**src/sle_pkg.sv**
```systemverilog
// ----------------------------------------------------------------------------
// sle_pkg
// Types and constants shared by the sequential list engine.
// ----------------------------------------------------------------------------
package sle_pkg;

  localparam int CAPACITY      = 64;
  localparam int ELEMENT_WIDTH = 32;
  localparam int AW            = $clog2(CAPACITY);
  localparam int CW            = $clog2(CAPACITY + 1);

  typedef logic [AW-1:0]            addr_t;
  typedef logic [CW-1:0]            count_t;
  typedef logic [ELEMENT_WIDTH-1:0] elem_t;

  typedef enum logic [3:0] {
    CMD_CLEAR    = 4'd0,
    CMD_INSERT   = 4'd1,
    CMD_DELETE   = 4'd2,
    CMD_LOCATE   = 4'd3,
    CMD_DELMIN   = 4'd4,
    CMD_REVERSE  = 4'd5,
    CMD_DELVALUE = 4'd6,
    CMD_DELRANGE = 4'd7,
    CMD_DEDUP    = 4'd8,
    CMD_DUMP     = 4'd9
  } cmd_t;

  typedef enum logic [2:0] {
    ST_OK      = 3'd0,
    ST_BAD_POS = 3'd1,
    ST_FULL    = 3'd2,
    ST_EMPTY   = 3'd3,
    ST_BAD_RNG = 3'd4
  } status_t;

endpackage

```
**src/sequential_list_engine_core.sv**
```systemverilog
// ----------------------------------------------------------------------------
// sequential_list_engine_core
// Ordered list of signed words in a synchronous store with one write and one read port.
// ----------------------------------------------------------------------------
// Clear, unused codes and error codes go straight to the result state; shifting,
//   compacting, reversing or scanning commands step through the entries (read,
//   settle, write per entry).
// Dump strobes one result per element.
// Throughput: one request at a time; busy is high until the last result.
// Reset: count and control clear; store contents undefined until written.
module sequential_list_engine_core (
  input  logic        clk,
  input  logic        rst_n,
  input  logic        start,
  output logic        busy,
  input  logic [3:0]  in_command,
  input  logic [6:0]  in_position,
  input  logic signed [31:0] in_value,
  input  logic signed [31:0] in_upper_bound,
  output logic        out_valid,
  output logic [2:0]  out_status,
  output logic signed [31:0] out_element,
  output logic [6:0]  out_found_position,
  output logic [6:0]  out_list_length,
  output logic        out_last
);

  typedef enum logic [5:0] {
    S_IDLE  = 6'b000001,
    S_RD    = 6'b000010,
    S_EVAL  = 6'b000100,
    S_WR    = 6'b001000,
    S_WR2   = 6'b010000,
    S_DONE  = 6'b100000
  } state_t;

  state_t            state_r;
  sle_pkg::cmd_t     cmd_r;
  logic [6:0]        pos_r;
  sle_pkg::elem_t    v_r, ub_r;
  sle_pkg::count_t   cnt_r;
  sle_pkg::count_t   i_r, k_r, j_r;
  sle_pkg::elem_t    hold_r, min_r, prev_r;
  sle_pkg::count_t   mi_r;
  logic [2:0]        st_r;
  sle_pkg::elem_t    el_r;
  logic [6:0]        fp_r;
  logic              phase_r;

  sle_pkg::elem_t    mem [sle_pkg::CAPACITY];
  logic              we;
  sle_pkg::addr_t    waddr, raddr;
  sle_pkg::elem_t    wdata, rdata_r;

  always_ff @(posedge clk) begin
    if (we) mem[waddr] <= wdata;
    rdata_r <= mem[raddr];
  end

  logic signed [sle_pkg::ELEMENT_WIDTH-1:0] rs, vs, ubs, ms;
  assign rs  = rdata_r;
  assign vs  = v_r;
  assign ubs = ub_r;
  assign ms  = min_r;

  logic in_rng;
  assign in_rng = (rs >= vs) && (rs <= ubs);

  assign busy = (state_r != S_IDLE);

  // Read address and write port are decided combinationally from state.
  always_comb begin
    we    = 1'b0;
    waddr = i_r[sle_pkg::AW-1:0];
    wdata = rdata_r;
    raddr = i_r[sle_pkg::AW-1:0];
    case (state_r)
      S_WR: begin
        we = 1'b1;
        case (cmd_r)
          sle_pkg::CMD_INSERT: begin
            waddr = i_r[sle_pkg::AW-1:0];
            wdata = (i_r == sle_pkg::count_t'(pos_r - 7'd1)) ? v_r : rdata_r;
          end
          sle_pkg::CMD_DELETE, sle_pkg::CMD_DELVALUE, sle_pkg::CMD_DELRANGE,
          sle_pkg::CMD_DEDUP: begin
            waddr = k_r[sle_pkg::AW-1:0];
            wdata = rdata_r;
          end
          sle_pkg::CMD_DELMIN: begin
            waddr = mi_r[sle_pkg::AW-1:0];
            wdata = rdata_r;
          end
          sle_pkg::CMD_REVERSE: begin
            waddr = i_r[sle_pkg::AW-1:0];
            wdata = rdata_r;
          end
          default: we = 1'b0;
        endcase
      end
      S_WR2: begin
        we    = 1'b1;
        waddr = j_r[sle_pkg::AW-1:0];
        wdata = hold_r;
      end
      S_RD, S_EVAL: begin
        case (cmd_r)
          sle_pkg::CMD_INSERT:  raddr = sle_pkg::AW'(i_r - 1'b1);
          sle_pkg::CMD_REVERSE: raddr = phase_r ? j_r[sle_pkg::AW-1:0]
                                                : i_r[sle_pkg::AW-1:0];
          sle_pkg::CMD_DELMIN:  raddr = phase_r ? sle_pkg::AW'(cnt_r - 1'b1)
                                                : i_r[sle_pkg::AW-1:0];
          default:              raddr = i_r[sle_pkg::AW-1:0];
        endcase
      end
      default: ;
    endcase
  end

  always_ff @(posedge clk) begin
    if (!rst_n) begin
      state_r   <= S_IDLE;
      cnt_r     <= '0;
      out_valid <= 1'b0;
    end else begin
      out_valid <= 1'b0;
      case (state_r)
        S_IDLE: begin
          if (start) begin
            cmd_r   <= sle_pkg::cmd_t'(in_command);
            pos_r   <= in_position;
            v_r     <= in_value[sle_pkg::ELEMENT_WIDTH-1:0];
            ub_r    <= in_upper_bound[sle_pkg::ELEMENT_WIDTH-1:0];
            st_r    <= sle_pkg::ST_OK;
            el_r    <= '0;
            fp_r    <= '0;
            phase_r <= 1'b0;
            k_r     <= '0;
            mi_r    <= '0;
            state_r <= S_DONE;
            case (in_command)
              sle_pkg::CMD_CLEAR: cnt_r <= '0;
              sle_pkg::CMD_INSERT: begin
                if (in_position == 7'd0 || {1'b0, in_position} > 8'(cnt_r) + 8'd1)
                  st_r <= sle_pkg::ST_BAD_POS;
                else if (cnt_r == sle_pkg::count_t'(sle_pkg::CAPACITY))
                  st_r <= sle_pkg::ST_FULL;
                else begin
                  i_r <= cnt_r;
                  state_r <= (sle_pkg::count_t'(in_position - 7'd1) == cnt_r)
                             ? S_WR : S_RD;
                end
              end
              sle_pkg::CMD_DELETE: begin
                if (in_position == 7'd0 || sle_pkg::count_t'(in_position) > cnt_r)
                  st_r <= sle_pkg::ST_BAD_POS;
                else begin
                  i_r <= sle_pkg::count_t'(in_position - 7'd1);
                  k_r <= sle_pkg::count_t'(in_position - 7'd1);
                  state_r <= S_RD;
                end
              end
              sle_pkg::CMD_LOCATE, sle_pkg::CMD_DELVALUE: begin
                i_r <= '0;
                state_r <= (cnt_r == '0) ? S_DONE : S_RD;
              end
              sle_pkg::CMD_DELMIN, sle_pkg::CMD_DEDUP: begin
                if (cnt_r == '0) st_r <= sle_pkg::ST_EMPTY;
                else begin
                  i_r <= '0;
                  state_r <= S_RD;
                end
              end
              sle_pkg::CMD_REVERSE: begin
                i_r <= '0;
                j_r <= cnt_r - 1'b1;
                state_r <= (cnt_r < sle_pkg::count_t'(2)) ? S_DONE : S_RD;
              end
              sle_pkg::CMD_DELRANGE: begin
                if ($signed(in_value[sle_pkg::ELEMENT_WIDTH-1:0]) >=
                    $signed(in_upper_bound[sle_pkg::ELEMENT_WIDTH-1:0]))
                  st_r <= sle_pkg::ST_BAD_RNG;
                else if (cnt_r == '0) st_r <= sle_pkg::ST_EMPTY;
                else begin
                  i_r <= '0;
                  state_r <= S_RD;
                end
              end
              sle_pkg::CMD_DUMP: begin
                if (cnt_r == '0) st_r <= sle_pkg::ST_EMPTY;
                else begin
                  i_r <= '0;
                  state_r <= S_RD;
                end
              end
              default: ;
            endcase
          end
        end
        S_RD: state_r <= S_EVAL;
        S_EVAL: begin
          case (cmd_r)
            sle_pkg::CMD_INSERT: state_r <= S_WR;
            sle_pkg::CMD_DELETE: begin
              if (i_r == k_r && phase_r == 1'b0) begin
                el_r    <= rdata_r;
                phase_r <= 1'b1;
                i_r     <= i_r + 1'b1;
                if (i_r + 1'b1 >= cnt_r) begin
                  cnt_r <= cnt_r - 1'b1;
                  state_r <= S_DONE;
                end else state_r <= S_RD;
              end else state_r <= S_WR;
            end
            sle_pkg::CMD_LOCATE: begin
              if (rdata_r == v_r) begin
                fp_r <= 7'(i_r + 1'b1);
                state_r <= S_DONE;
              end else if (i_r + 1'b1 >= cnt_r) state_r <= S_DONE;
              else begin
                i_r <= i_r + 1'b1;
                state_r <= S_RD;
              end
            end
            sle_pkg::CMD_DELMIN: begin
              if (phase_r) state_r <= S_WR;
              else begin
                if (i_r == '0 || rs < ms) begin
                  min_r <= rdata_r;
                  mi_r  <= i_r;
                end
                if (i_r + 1'b1 >= cnt_r) begin
                  phase_r <= 1'b1;
                  state_r <= S_RD;
                end else begin
                  i_r <= i_r + 1'b1;
                  state_r <= S_RD;
                end
              end
            end
            sle_pkg::CMD_REVERSE: begin
              if (!phase_r) begin
                hold_r  <= rdata_r;
                phase_r <= 1'b1;
                state_r <= S_RD;
              end else state_r <= S_WR;
            end
            sle_pkg::CMD_DELVALUE, sle_pkg::CMD_DELRANGE: begin
              if ((cmd_r == sle_pkg::CMD_DELVALUE) ? (rdata_r != v_r) : !in_rng)
                state_r <= S_WR;
              else if (i_r + 1'b1 >= cnt_r) begin
                cnt_r <= k_r;
                state_r <= S_DONE;
              end else begin
                i_r <= i_r + 1'b1;
                state_r <= S_RD;
              end
            end
            sle_pkg::CMD_DEDUP: begin
              if (i_r == '0) begin
                prev_r <= rdata_r;
                if (cnt_r == sle_pkg::count_t'(1)) begin
                  cnt_r <= sle_pkg::count_t'(1);
                  state_r <= S_DONE;
                end else begin
                  i_r <= i_r + 1'b1;
                  state_r <= S_RD;
                end
              end else if (rdata_r != prev_r) begin
                k_r <= k_r + 1'b1;
                prev_r <= rdata_r;
                state_r <= S_WR;
              end else if (i_r + 1'b1 >= cnt_r) begin
                cnt_r <= k_r + 1'b1;
                state_r <= S_DONE;
              end else begin
                i_r <= i_r + 1'b1;
                state_r <= S_RD;
              end
            end
            sle_pkg::CMD_DUMP: begin
              out_valid          <= 1'b1;
              out_status         <= sle_pkg::ST_OK;
              out_element        <= 32'(rs);
              out_found_position <= '0;
              out_list_length    <= 7'(cnt_r);
              out_last           <= (i_r + 1'b1 >= cnt_r);
              if (i_r + 1'b1 >= cnt_r) state_r <= S_IDLE;
              else begin
                i_r <= i_r + 1'b1;
                state_r <= S_RD;
              end
            end
            default: state_r <= S_DONE;
          endcase
        end
        S_WR: begin
          case (cmd_r)
            sle_pkg::CMD_INSERT: begin
              if (i_r == sle_pkg::count_t'(pos_r - 7'd1)) begin
                cnt_r <= cnt_r + 1'b1;
                state_r <= S_DONE;
              end else begin
                i_r <= i_r - 1'b1;
                state_r <= (i_r - 1'b1 == sle_pkg::count_t'(pos_r - 7'd1))
                           ? S_WR : S_RD;
              end
            end
            sle_pkg::CMD_DELETE: begin
              k_r <= k_r + 1'b1;
              if (i_r + 1'b1 >= cnt_r) begin
                cnt_r <= cnt_r - 1'b1;
                state_r <= S_DONE;
              end else begin
                i_r <= i_r + 1'b1;
                state_r <= S_RD;
              end
            end
            sle_pkg::CMD_DELMIN: begin
              el_r  <= min_r;
              cnt_r <= cnt_r - 1'b1;
              state_r <= S_DONE;
            end
            sle_pkg::CMD_REVERSE: state_r <= S_WR2;
            sle_pkg::CMD_DELVALUE, sle_pkg::CMD_DELRANGE: begin
              if (i_r + 1'b1 >= cnt_r) begin
                cnt_r <= k_r + 1'b1;
                state_r <= S_DONE;
              end else begin
                k_r <= k_r + 1'b1;
                i_r <= i_r + 1'b1;
                state_r <= S_RD;
              end
            end
            sle_pkg::CMD_DEDUP: begin
              if (i_r + 1'b1 >= cnt_r) begin
                cnt_r <= k_r + 1'b1;
                state_r <= S_DONE;
              end else begin
                i_r <= i_r + 1'b1;
                state_r <= S_RD;
              end
            end
            default: state_r <= S_DONE;
          endcase
        end
        S_WR2: begin
          phase_r <= 1'b0;
          if (i_r + 1'b1 >= j_r - 1'b1 || i_r + 1'b1 == j_r) state_r <= S_DONE;
          else begin
            i_r <= i_r + 1'b1;
            j_r <= j_r - 1'b1;
            state_r <= S_RD;
          end
        end
        S_DONE: begin
          out_valid          <= 1'b1;
          out_status         <= st_r;
          out_element        <= 32'($signed(el_r));
          out_found_position <= fp_r;
          out_list_length    <= 7'(cnt_r);
          out_last           <= 1'b1;
          state_r            <= S_IDLE;
        end
        default: state_r <= S_IDLE;
      endcase
    end
  end

endmodule

```
**config.mk**
```make
export PLATFORM = sky130hd
export DESIGN_NAME = sequential_list_engine_core
export DESIGN_NICKNAME = d
export VERILOG_FILES = /design/src/sle_pkg.sv /design/src/sequential_list_engine_core.sv
export SDC_FILE = /design/constraint.sdc
export NUM_CORES = 2
export LEC_CHECK = 0
export ABC_CLOCK_PERIOD_IN_PS = 21900
export BUFFER_PORTS_ARGS = -buffer_cell sky130_fd_sc_hd__buf_2
export CAP_MARGIN = 15
export CORE_MARGIN = 2
export CORE_UTILIZATION = 60
export CTS_BUF_LIST = sky130_fd_sc_hd__clkbuf_16
export DETAILED_ROUTE_END_ITERATION = 16
export PLACE_DENSITY = 0.76
export SYNTH_ARGS = -nofsm -noshare
export SYNTH_HDL_FRONTEND = slang
export SYNTH_SLANG_ARGS = --single-unit
```
**constraint.sdc**
```tcl
create_clock -name clk -period 21.9 [get_ports clk]
set_input_delay 2.19 -clock clk [delete_from_list [all_inputs] [get_ports clk]]
set_output_delay 2.19 -clock clk [all_outputs]
set_load 0.05 [all_outputs]
```
* Yosys cells after proc, flatten, opt, wreduce, memory -nomap -nowiden
Memory sizes are Yosys's and may differ from the RTL's. A register that Yosys moved wholly into a read port is not among the register bits. Cells that the tools add are included.
Word-level totals: bits in registers 305, bits in latches 0, memory bits (writable) 2048, bits in read-only memories 0, input port bits 78, output and inout bits 52, logic and storage cells 280, memories 1
Operators by class: add/sub/neg operators 9, $mul 0, div/mod/pow operators 0, magnitude comparators 9, eq/ne operators 73, shift operators 0, mux-type cells 124, bitwise logic cells 1, reductions and logical operators 40
Memories:
- mem | depth 64, width 32, rd ports 1, clocked after Yosys merged registers in 1, write ports 1, RTL line sequential_list_engine_core.sv:50 | sle_pkg::elem_t mem [sle_pkg::CAPACITY];
Operator list (count):
- two-way mux 7 bit | 42
- two-way mux 32 bit | 9
- two-way mux 6 bit | 22
- case mux 32 bit (2 select lines) | 2
- case mux 32 bit (3 select lines) | 1
- case mux 7 bit (2 select lines) | 6
- greater-or-equal comparator 32 bit | 2
- != test 32 bit | 2
- case mux 7 bit (3 select lines) | 3
- case mux 6 bit (5 select lines) | 2
- case mux 7 bit (4 select lines) | 2
- case mux 6 bit (7 select lines) | 1
- case mux 7 bit (6 select lines) | 1
- != test 3 bit (second input constant) | 12
- case mux 6 bit (2 select lines) | 3
- case mux 6 bit (3 select lines) | 2
- == test 7 bit | 5
- case mux 7 bit (5 select lines) | 1
- subtractor 7 x 1 -> 7 bit (second input constant) | 5
- == test 32 bit | 1
- == test 4 x 3 -> 1 bit (second input constant) | 8
- less-or-equal comparator 32 bit | 1
- less-than comparator 32 bit | 1
- != test 2 bit (second input constant) | 12
- other kinds (54) | 110

* Longest topological paths before layout
depth in word-level cells 8, depth in mapped cells 19, mapped depth without buffers 13

* Least setup slack after synthesis
OpenSTA, ideal clock, no wires.
path type in2reg, from in rst_n, to reg mi_r[0], enable pin, setup time 324 ps, arrival 8286 ps, data required time 21576 ps, slack 13290 ps, stages on the path 3, buffers on the path 0, cell sequence inv_1 nor3_1 or2_2
Between the ends: cells in the longest elaborated chain, start to end 1
Ends and longest elaborated chain:
- from (decl) | RTL line sequential_list_engine_core.sv:13 | input logic rst_n,
- AND reduction 6 bit (no source line)
- to (signal assigned) | RTL line sequential_list_engine_core.sv:230 | mi_r <= i_r;
- to (decl) | RTL line sequential_list_engine_core.sv:44 | sle_pkg::count_t mi_r;
No other way between the ends. A chain may end at the register's enable or synchronous reset.

* Worst setup path in the final report
from reg cnt_r[0], to reg rdata_r[14], read port of mem
Between the ends: cells in the longest elaborated chain, start to end 4
Ends and longest elaborated chain:
- from (decl) | RTL line sequential_list_engine_core.sv:41 | sle_pkg::count_t cnt_r;
- from (signal assigned) | RTL line sequential_list_engine_core.sv:210 | cnt_r <= cnt_r - 1'b1;
- from (signal assigned) | RTL line sequential_list_engine_core.sv:252 | cnt_r <= k_r;
- from (signal assigned) | RTL line sequential_list_engine_core.sv:263 | cnt_r <= sle_pkg::count_t'(1);
- subtractor 7 x 1 -> 7 bit
- two-way mux 6 bit | RTL line sequential_list_engine_core.sv:111 | sle_pkg::CMD_DELMIN: raddr = phase_r ? sle_pkg::AW'(cnt_r - 1'b1)
- case mux 6 bit (3 select lines) | RTL line sequential_list_engine_core.sv:107 | case (cmd_r)
- two-way mux 6 bit | RTL line sequential_list_engine_core.sv:77 | case (state_r)
- to (decl) | RTL line sequential_list_engine_core.sv:53 | sle_pkg::elem_t wdata, rdata_r;
No other way between the ends.

==> reports/qor.txt <==
status -> finished, final reports clean
Final Hold Vio Count -> 0
Async S/R FF share, synth -> 0%
via count -> 61600
Avg Inst Size Synth -> 15.1 um2
global route total overflow -> 0
detailed-route wire length per cell -> 32.0 um
post-DR vias/cell -> 6.76
first-pass GRT wire length -> 414 mm
r2r endpoint -> rdata_r[14]$_DFF_P_
fillcell total -> 10600
GRT Total Usage -> 34.5%
setup violators final -> 0
R2R Setup Slk -> 15.11 ns
Worst Hold End -> out_element[13]$_DFFE_PP_
initial antenna violation count -> 16
R2R Path Start -> cnt_r[0]$_SDFFE_PN0P_
Initial Util -> 60.5%
Max Clock Freq -> 147 MHz
global placement routability congestion -> 0.946
hold depth -> 2
Root Buffer -> clkbuf_16
Worst-path clk slew -> 0.06 ns
Multi-input gate area -> 25800 um2
CTS Sinks -> 2385
row count -> 148
DRC -> 0
detailed placement HPWL -> 174 mm
core box area -> 163000 um2
worst vdd ir -> 0.0000906 V
EDFF count, synth -> 2339
crit path kind -> register to register
P per Cell Area -> 97.9 nW/um2
DRT iter0 DRCs -> 9607
routed wire length -> 291 mm
Synth Register Bits -> 2385
Synth cell types -> 98
fin crit period -> 6.79 ns
Post-Syn Nets -> 6755
register area share after synthesis -> 72.3%
Routed Antenna Nets -> 0
Worst Setup End Kind -> register
Leak Pwr -> 38.3 nW
IO buf count -> 129
hold_buf cts -> 0
worst slew pin tran -> 1.29 ns
crit share post-route -> 31.0%
register area -> 71200 um2
post-route clock skew -> 0.0644 ns
later-pin clock latency in the skew report -> 0.89 ns
Layout Utilization -> 67.5%
die span in y -> 409 um
CP required -> 22.66 ns
Max-cap violations -> 0
TritonRoute pass-1 iters -> 7
htree depth -> 4
count of final max-slew check failures -> 0
Die ar. -> 167000 um2
post-cts resize count -> 0
R2R depth -> 15
Min-Delay Startpoint -> el_r[13]$_DFFE_PP_
Die X -> 409 um
Layout area overhead -> 11.6%
number of nets in the layout -> 6970
max_slew headroom -> 14.2%
Cells after Synth -> 6513
vias in the first global route -> 59100
largest net degree at the start of global routing -> 134
post-CTS setup repair buffer count -> 0
Synth Cell Area -> 98400 um2
share of layout cells above drive strength 1 -> 13.2%
Overall Power -> 0.0108 W
Synth Flop Type -> edfxtp_1
IO Pins -> 130
RSZ-0062 raised after global routing -> no
CTS max path bufs -> 3
CP arrival -> 7.56 ns
CTS tree -> done
crit path max fanout -> 133
critical path startpoint category -> register
TritonCTS Buffers -> 224
setup TNS -> 0 ns
Hold Crit Class -> register to register
Yosys warnings -> 0
-- Yosys cell counts (25+ instances only) --
| master | count | share of area [%] |
|---|---|---|
| edfxtp_1 | 2339 | 71 |
| nand2_1 | 877 | 3.3 |
| mux2i_1 | 577 | 5.9 |
| nand3_1 | 264 | 1.3 |
| o22ai_1 | 262 | 1.7 |
| nor2_1 | 176 | 0.67 |
| o21ai_0 | 176 | 0.90 |
| clkbuf_1 | 171 | 0.65 |
| ha_1 | 164 | 2.1 |
| inv_1 | 151 | 0.58 |
| a21oi_1 | 130 | 0.66 |
| buf_2 | 124 | 0.63 |
| nand4_1 | 106 | 0.67 |
| mux4_2 | 77 | 1.8 |
| a22oi_1 | 61 | 0.47 |
| a31oi_1 | 58 | 0.37 |
| and3_1 | 58 | 0.37 |
| a32oi_1 | 55 | 0.49 |
| xor2_1 | 52 | 0.46 |
| a211oi_1 | 46 | 0.35 |
| dfxtp_1 | 46 | 0.94 |
| xnor2_1 | 46 | 0.41 |
| nor3_1 | 44 | 0.22 |
| and2_1 | 27 | 0.17 |
| buf_4 | 27 | 0.21 |
| or3_1 | 26 | 0.17 |
| nor4_1 | 25 | 0.16 |
-- critical path: stages, from the launching register on --
cell	delay, ns
dfxtp_1	0.81
inv_1	0.19
ha_1	0.49
nor2_1	0.13
a21oi_1	0.07
o2111ai_2	0.25
buf_4	0.35
and2_4	0.40
buf_12	0.65
buf_12	0.57
buf_4	0.79
mux2i_1	0.32
o22ai_1	0.13
o21ai_0	0.29
nand4_1	0.41
or3_1	0.50
-- worst max path at each step --
stage | start | to | slack, ns
finish | cnt_r[0]$_SDFFE_PN0P_ | rdata_r[14]$_DFF_P_ | 15.11
CTS | cnt_r[0]$_SDFFE_PN0P_ | rdata_r[7]$_DFF_P_ | 15.18
detailed placement | cnt_r[0]$_SDFFE_PN0P_ | rdata_r[7]$_DFF_P_ | 15.17
global placement | cnt_r[0]$_SDFFE_PN0P_ | rdata_r[8]$_DFF_P_ | 15.16
floorplan | rst_n | mi_r[0]$_SDFFCE_PN0P_ | 13.29
global route | cnt_r[0]$_SDFFE_PN0P_ | rdata_r[7]$_DFF_P_ | 14.92
-- cell type report --
type / count / area share, %
tap: 2175 / 2.48
multi-input combinational: 3618 / 23.5
timing repair buffer: 345 / 2.17
antenna: 6 / 0.0137
sequential: 2385 / 64.8
clock buffer: 226 / 5.15
clock inverter: 199 / 1.40
inverter: 154 / 0.526
-- where the power goes --
group	switching, W	leakage [nW]	internal, W
sequential	0.000108	21.6	0.00541
clock	0.00171	3.68	0.00207
combinational	0.00109	13.0	0.000364
-- logic make-up after synthesis --
family / after synthesis / synth area share (%)
and+or+nand+nor: 1718 / 8.13
AOI/OAI and AO/OA: 977 / 6.54
buffers and inverters: 510 / 2.30
DFF: 2385 / 72.3
adders and majority gates: 164 / 2.08
muxes: 656 / 7.65
xor gates and xnor gates: 103 / 0.988
-- layer usage --
metal	routed length [um]	global-route usage (%)	up-vias
met1	102000	45.8	30700
met3	39200	9.25	788
met2	133000	53.0	4366
met5	95	0	-
met4	17000	17.5	16
li1	-	-	25700
-- per-stage QoR --
| step | instances | area (um2) | setup slack [ns] | hold WS, ns |
|---|---|---|---|---|
| floorplan | 6513 | 98400 | 13.29 | 0.403 |
| global placement | 8671 | 103000 | 15.16 | 0.492 |
| detailed placement | 8674 | 103000 | 15.17 | 0.493 |
| CTS | 9099 | 110000 | 15.18 | 0.493 |
| global route | 9102 | 110000 | 14.92 | 0.522 |
| finish | 9108 | 110000 | 15.11 | 0.495 |
-- registers in the layout (all words and copies together), names as in the netlist, 3 cells and up --
register	flops
cmd_r	4
cnt_r	7
el_r	32
fp_r	7
hold_r	32
i_r	7
j_r	7
k_r	7
mem	2048
mi_r	6
min_r	32
out_element	32
out_found_position	7
out_list_length	7
out_status	3
pos_r	7
prev_r	32
rdata_r	32
st_r	3
state_r	6
ub_r	32
v_r	32
-- cells in the final DEF, fill, tap and decap left out, drive strengths merged, types with 17 or more instances in the layout --
cell type	Yosys	final
o22ai	262	262
inv	151	200
or3	26	26
a32oi	55	55
and3	58	58
nand4	106	106
clkbuf	171	226
buf	185	345
nand3	266	266
nand2	877	877
mux4	77	77
dfxtp	46	46
nor3	46	46
nor2	180	180
and2	28	28
a21oi	131	131
xor2	52	52
a21o	23	23
a221oi	24	24
a22oi	61	61
a31oi	58	58
o21ai	186	186
clkinv	3	125
a211oi	46	46
xnor2	46	46
nor4	28	28
mux2i	577	577
ha	164	164
edfxtp	2339	2339
nor2b	17	17
(Power assumes the default switching activity.)
